**src/hw/rtl/pmb_ram.sv**
```systemverilog
// pmb_ram: generic simple dual-port RAM, one write and one registered read port.
// No dependencies.
`timescale 1ns / 1ps
module pmb_ram #(
  parameter int WIDTH = 16,
  parameter int DEPTH = 256
) (
  input  logic                     clk,
  input  logic                     we,
  input  logic [$clog2(DEPTH)-1:0] waddr,
  input  logic [WIDTH-1:0]         wdata,
  input  logic [$clog2(DEPTH)-1:0] raddr,
  output logic [WIDTH-1:0]         rdata
);
  logic [WIDTH-1:0] mem [DEPTH];
  logic [WIDTH-1:0] rdata_r;

  always_ff @(posedge clk) begin
    if (we) begin
      mem[waddr] <= wdata;
    end
    rdata_r <= mem[raddr];
  end

  assign rdata = rdata_r;
endmodule

```
**config.mk**
```make
export PLATFORM = sky130hd
export DESIGN_NAME = pmb_ram
export DESIGN_NICKNAME = d
export VERILOG_FILES = /design/src/hw/rtl/pmb_ram.sv
export SDC_FILE = /design/constraint.sdc
export NUM_CORES = 2
export LEC_CHECK = 0
export BUFFER_PORTS_ARGS = -buffer_cell sky130_fd_sc_hd__buf_4
export CAP_MARGIN = 20
export CORE_MARGIN = 2
export CORE_UTILIZATION = 35
export DETAILED_ROUTE_END_ITERATION = 7
export GPL_ROUTABILITY_DRIVEN = 1
export PLACE_DENSITY = 0.52
export SLEW_MARGIN = 10
export SYNTH_ARGS = -nofsm -noshare
export SYNTH_HDL_FRONTEND = slang
export SYNTH_SLANG_ARGS = --single-unit
```
**constraint.sdc**
```tcl
create_clock -name clk -period 4.6 [get_ports clk]
set_input_delay 0 -clock clk [delete_from_list [all_inputs] [get_ports clk]]
set_output_delay 0 -clock clk [all_outputs]
set_load 0.01 [all_outputs]
```
==> flow_summary.yaml <==
status:
  status: "complete, no violations"
min_path:
  min_path_type: "input pin to flip-flop"
  holdPathStages: 2
  worstHoldStart: "wdata[1]"
final_layout:
  syn2layout_area_growth_pct: 15.38
  final_cells: 14240
  final_cell_area_um2: 183100
  layout.nets: 7936
  drive_above_1_share_pct: 26.59
grt:
  grt_usage_pct: 19.34
  grt_max_degree: 173
  grt_pass1_vias: 78950
  antenna_found_initial: 33
  grt_pass1_wl_um: 632900
  overflow: 0
detailed_routing:
  drc: 0
  wl_um: 454000
  drt-initial-drc-count: 9217
  drtPass1Iterations: 5
  post_drt_wl_per_cell_um: 31.89
  num_vias: 79220
  via_per_inst: 5.565
  detail-route-antenna-nets: 0
critical_path:
  critPathBufInv: 4
  worstPathArrival_ps: 4560
  slowest_delay_ps: 740
  end_kind: "flip-flop"
  path_cells: "dlygate4sd3_1 > clkbuf_8 > nand2b_4 > buf_12 > buf_4 > o22ai_1 > nor3_1 > o21ai_0 > nand3_1 > nor4_1"
  critPathMaxFanout: 38
  crit_path_start_kind: "input pin"
  crit_family: "simple AND/OR/NAND/NOR gates"
  cp_slowest_cell: "o21ai_0"
  rr_worst_depth: 5
  r2r_start: "mem[23][9]$_DFFE_PP_"
  crit_required_ps: 5450
  crit_path_start: "raddr[2]"
  timing_worst_setup_path_type: "input pin to flip-flop"
  crit_cells: 10
synthesis:
  avgSynthCellArea_um2: 21.56
  yosys_register_bits: 4112
  netlist_top_cells_area: "edfxtp_1, mux4_2, mux2i_1, o221ai_1, nor2_1"
  yosysTopAreaCellShare_pct: 77.50
  yosys.area.top_type: "edfxtp_1"
  syn_inst: 7360
  synth_cell_types: 52
  synth_nets: 7394
  yosysMostFrequentCell: "edfxtp_1"
  synth-seq-area-share_pct: 77.70
  synth_area_um2: 158700
  async_reset_ff_share_pct: 0
  ys.flop_type: "edfxtp_1"
  ys.warnings.count: 0
  synth_common_cells: "edfxtp_1, mux4_2, mux2i_1"
  synth_edf_count: 4096
pwr:
  power.total_mw: 79.52
  peakVddDrop_mv: 0.3267
  p_leak_nw: 57.50
  powerDensity_nw_per_um2: 434.3
floorplanning:
  core-area_um2: 452100
  ios: 50
  fp.dieArea_um2: 458900
  die_x_um: 677.4
  fp-row-count: 247
  fp.dieH_um: 677.4
  start_util_pct: 35.10
placement:
  io_buffers: 49
  dp_hpwl_um: 273000
  place.gp.congestion: 0.8643
  numPlacedInstances: 13420
  place_area_um2: 168900
timing:
  fin_crit_sh_pct: 80.65
  drv_slew: 0
  tightest_slew_ps: 1302
  tns_ps: 0
  period_needed_ps: 3710
  rsz0062_at_grt: "false"
  max_freq_ghz: 0.2695
  clock_skew_ps: 47.80
  hold_viol: 0
  relSlewSlack_pct: 13.23
  finalSetupViolCount: 0
clock_network:
  cts_root_buffer: "clkbuf_16"
  cts.clk_slew.worst_paths_ps: 60
  clock_path_buffers: 4
  post_cts_buffers: 0
  h-tree-depth: 5
  cts_tree: "yes"
  cts_num_sinks: 4112
  cts_resized: 0
  numCtsBuffers: 414
  clk_latency_ps: 970
run:
  max_cap_viol_count: 0
cell type report:
type | count | area (um^2)
Fill cell | 39620 | 269000
Multi-Input combinational cell | 2792 | 33190
Clock buffer | 488 | 10770
Tap cell | 5976 | 7477
Antenna cell | 13 | 32.53
Clock inverter | 273 | 2880
Inverter | 4 | 27.53
Timing Repair Buffer | 578 | 5425
Sequential cell | 4112 | 123300
worst reg2reg max path, stage by stage, from the launching register on:
cell	delay, ps
edfxtp_1	380
mux4_2	490
mux4_2	550
a22o_1	310
o32ai_1	850
nor4_1	190
what timing repair did:
item                        CTS  global route
hold endpoints to repair   2897             0
hold buffers                 39             0
setup endpoints to repair     0             0
power breakdown:
part,internal [mW],switching [mW]
logic,1.36,2.66
registers,41.3,0.101
clock network,19.7,14.4
logic make-up after synthesis:
logic type	synth area share (%)
mux	15.50
simple gates	1.574
flops	77.70
compound gates	3.537
buf+inv	1.693
through the flow:
step | setup slack (ps) | utilization [%] | hold slack, ps
3_5_place_dp | 412.7 | 37.37 | 444.5
6_report | 890.0 | 40.50 | 56.87
3_3_place_gp | 310.1 | 37.31 | 430.0
4_1_cts | 1083 | 40.47 | 50.45
5_1_grt | 1062 | 40.50 | 88.37
2_1_floorplan | 2435 | - | 98.87
routing by layer:
metal / vias up / wire (um) / global-route usage (%)
met5: - / 99 / 0
met4: 16 / 16670 / 6.349
met3: 620 / 29110 / 2.857
met2: 3063 / 218600 / 31.55
met1: 43100 / 189600 / 26.70
li1: 32410 / - / -
final timing paths:
check                           to  slack, ps
max reg2reg       rdata[9]$_DFF_P_       1660
min reg2reg       rdata[5]$_DFF_P_       1130
min          mem[229][1]$_DFFE_PP_         60
max               rdata[6]$_DFF_P_        890
sequential cells by signal (all words and copies together), names as in the netlist:
register,flops
mem,4096
rdata,16
layout by cell type (no fill, tap or decap), types with 34 or more instances in the layout:
cell type      Yosys  layout
edfxtp_1        4096    4096
mux4_2           797     797
mux2i_1          565     565
buf_4             26     443
clkbuf_16          0     419
o221ai_1         252     252
a21oi_1          175     175
nor2_1           304     164
o22ai_1          148     148
nor2_2             0     140
clkinv_1           0      98
nor3_1            92      89
mux2_2            88      88
clkinv_2           0      84
clkbuf_1         230      66
bufinv_16          0      52
buf_12             5      52
a22oi_1           43      43
dlygate4sd3_1      0      39
nand2_1           38      37
o21ai_0           37      37
buf_8             11      34
Power figures use the tool's default switching activity.
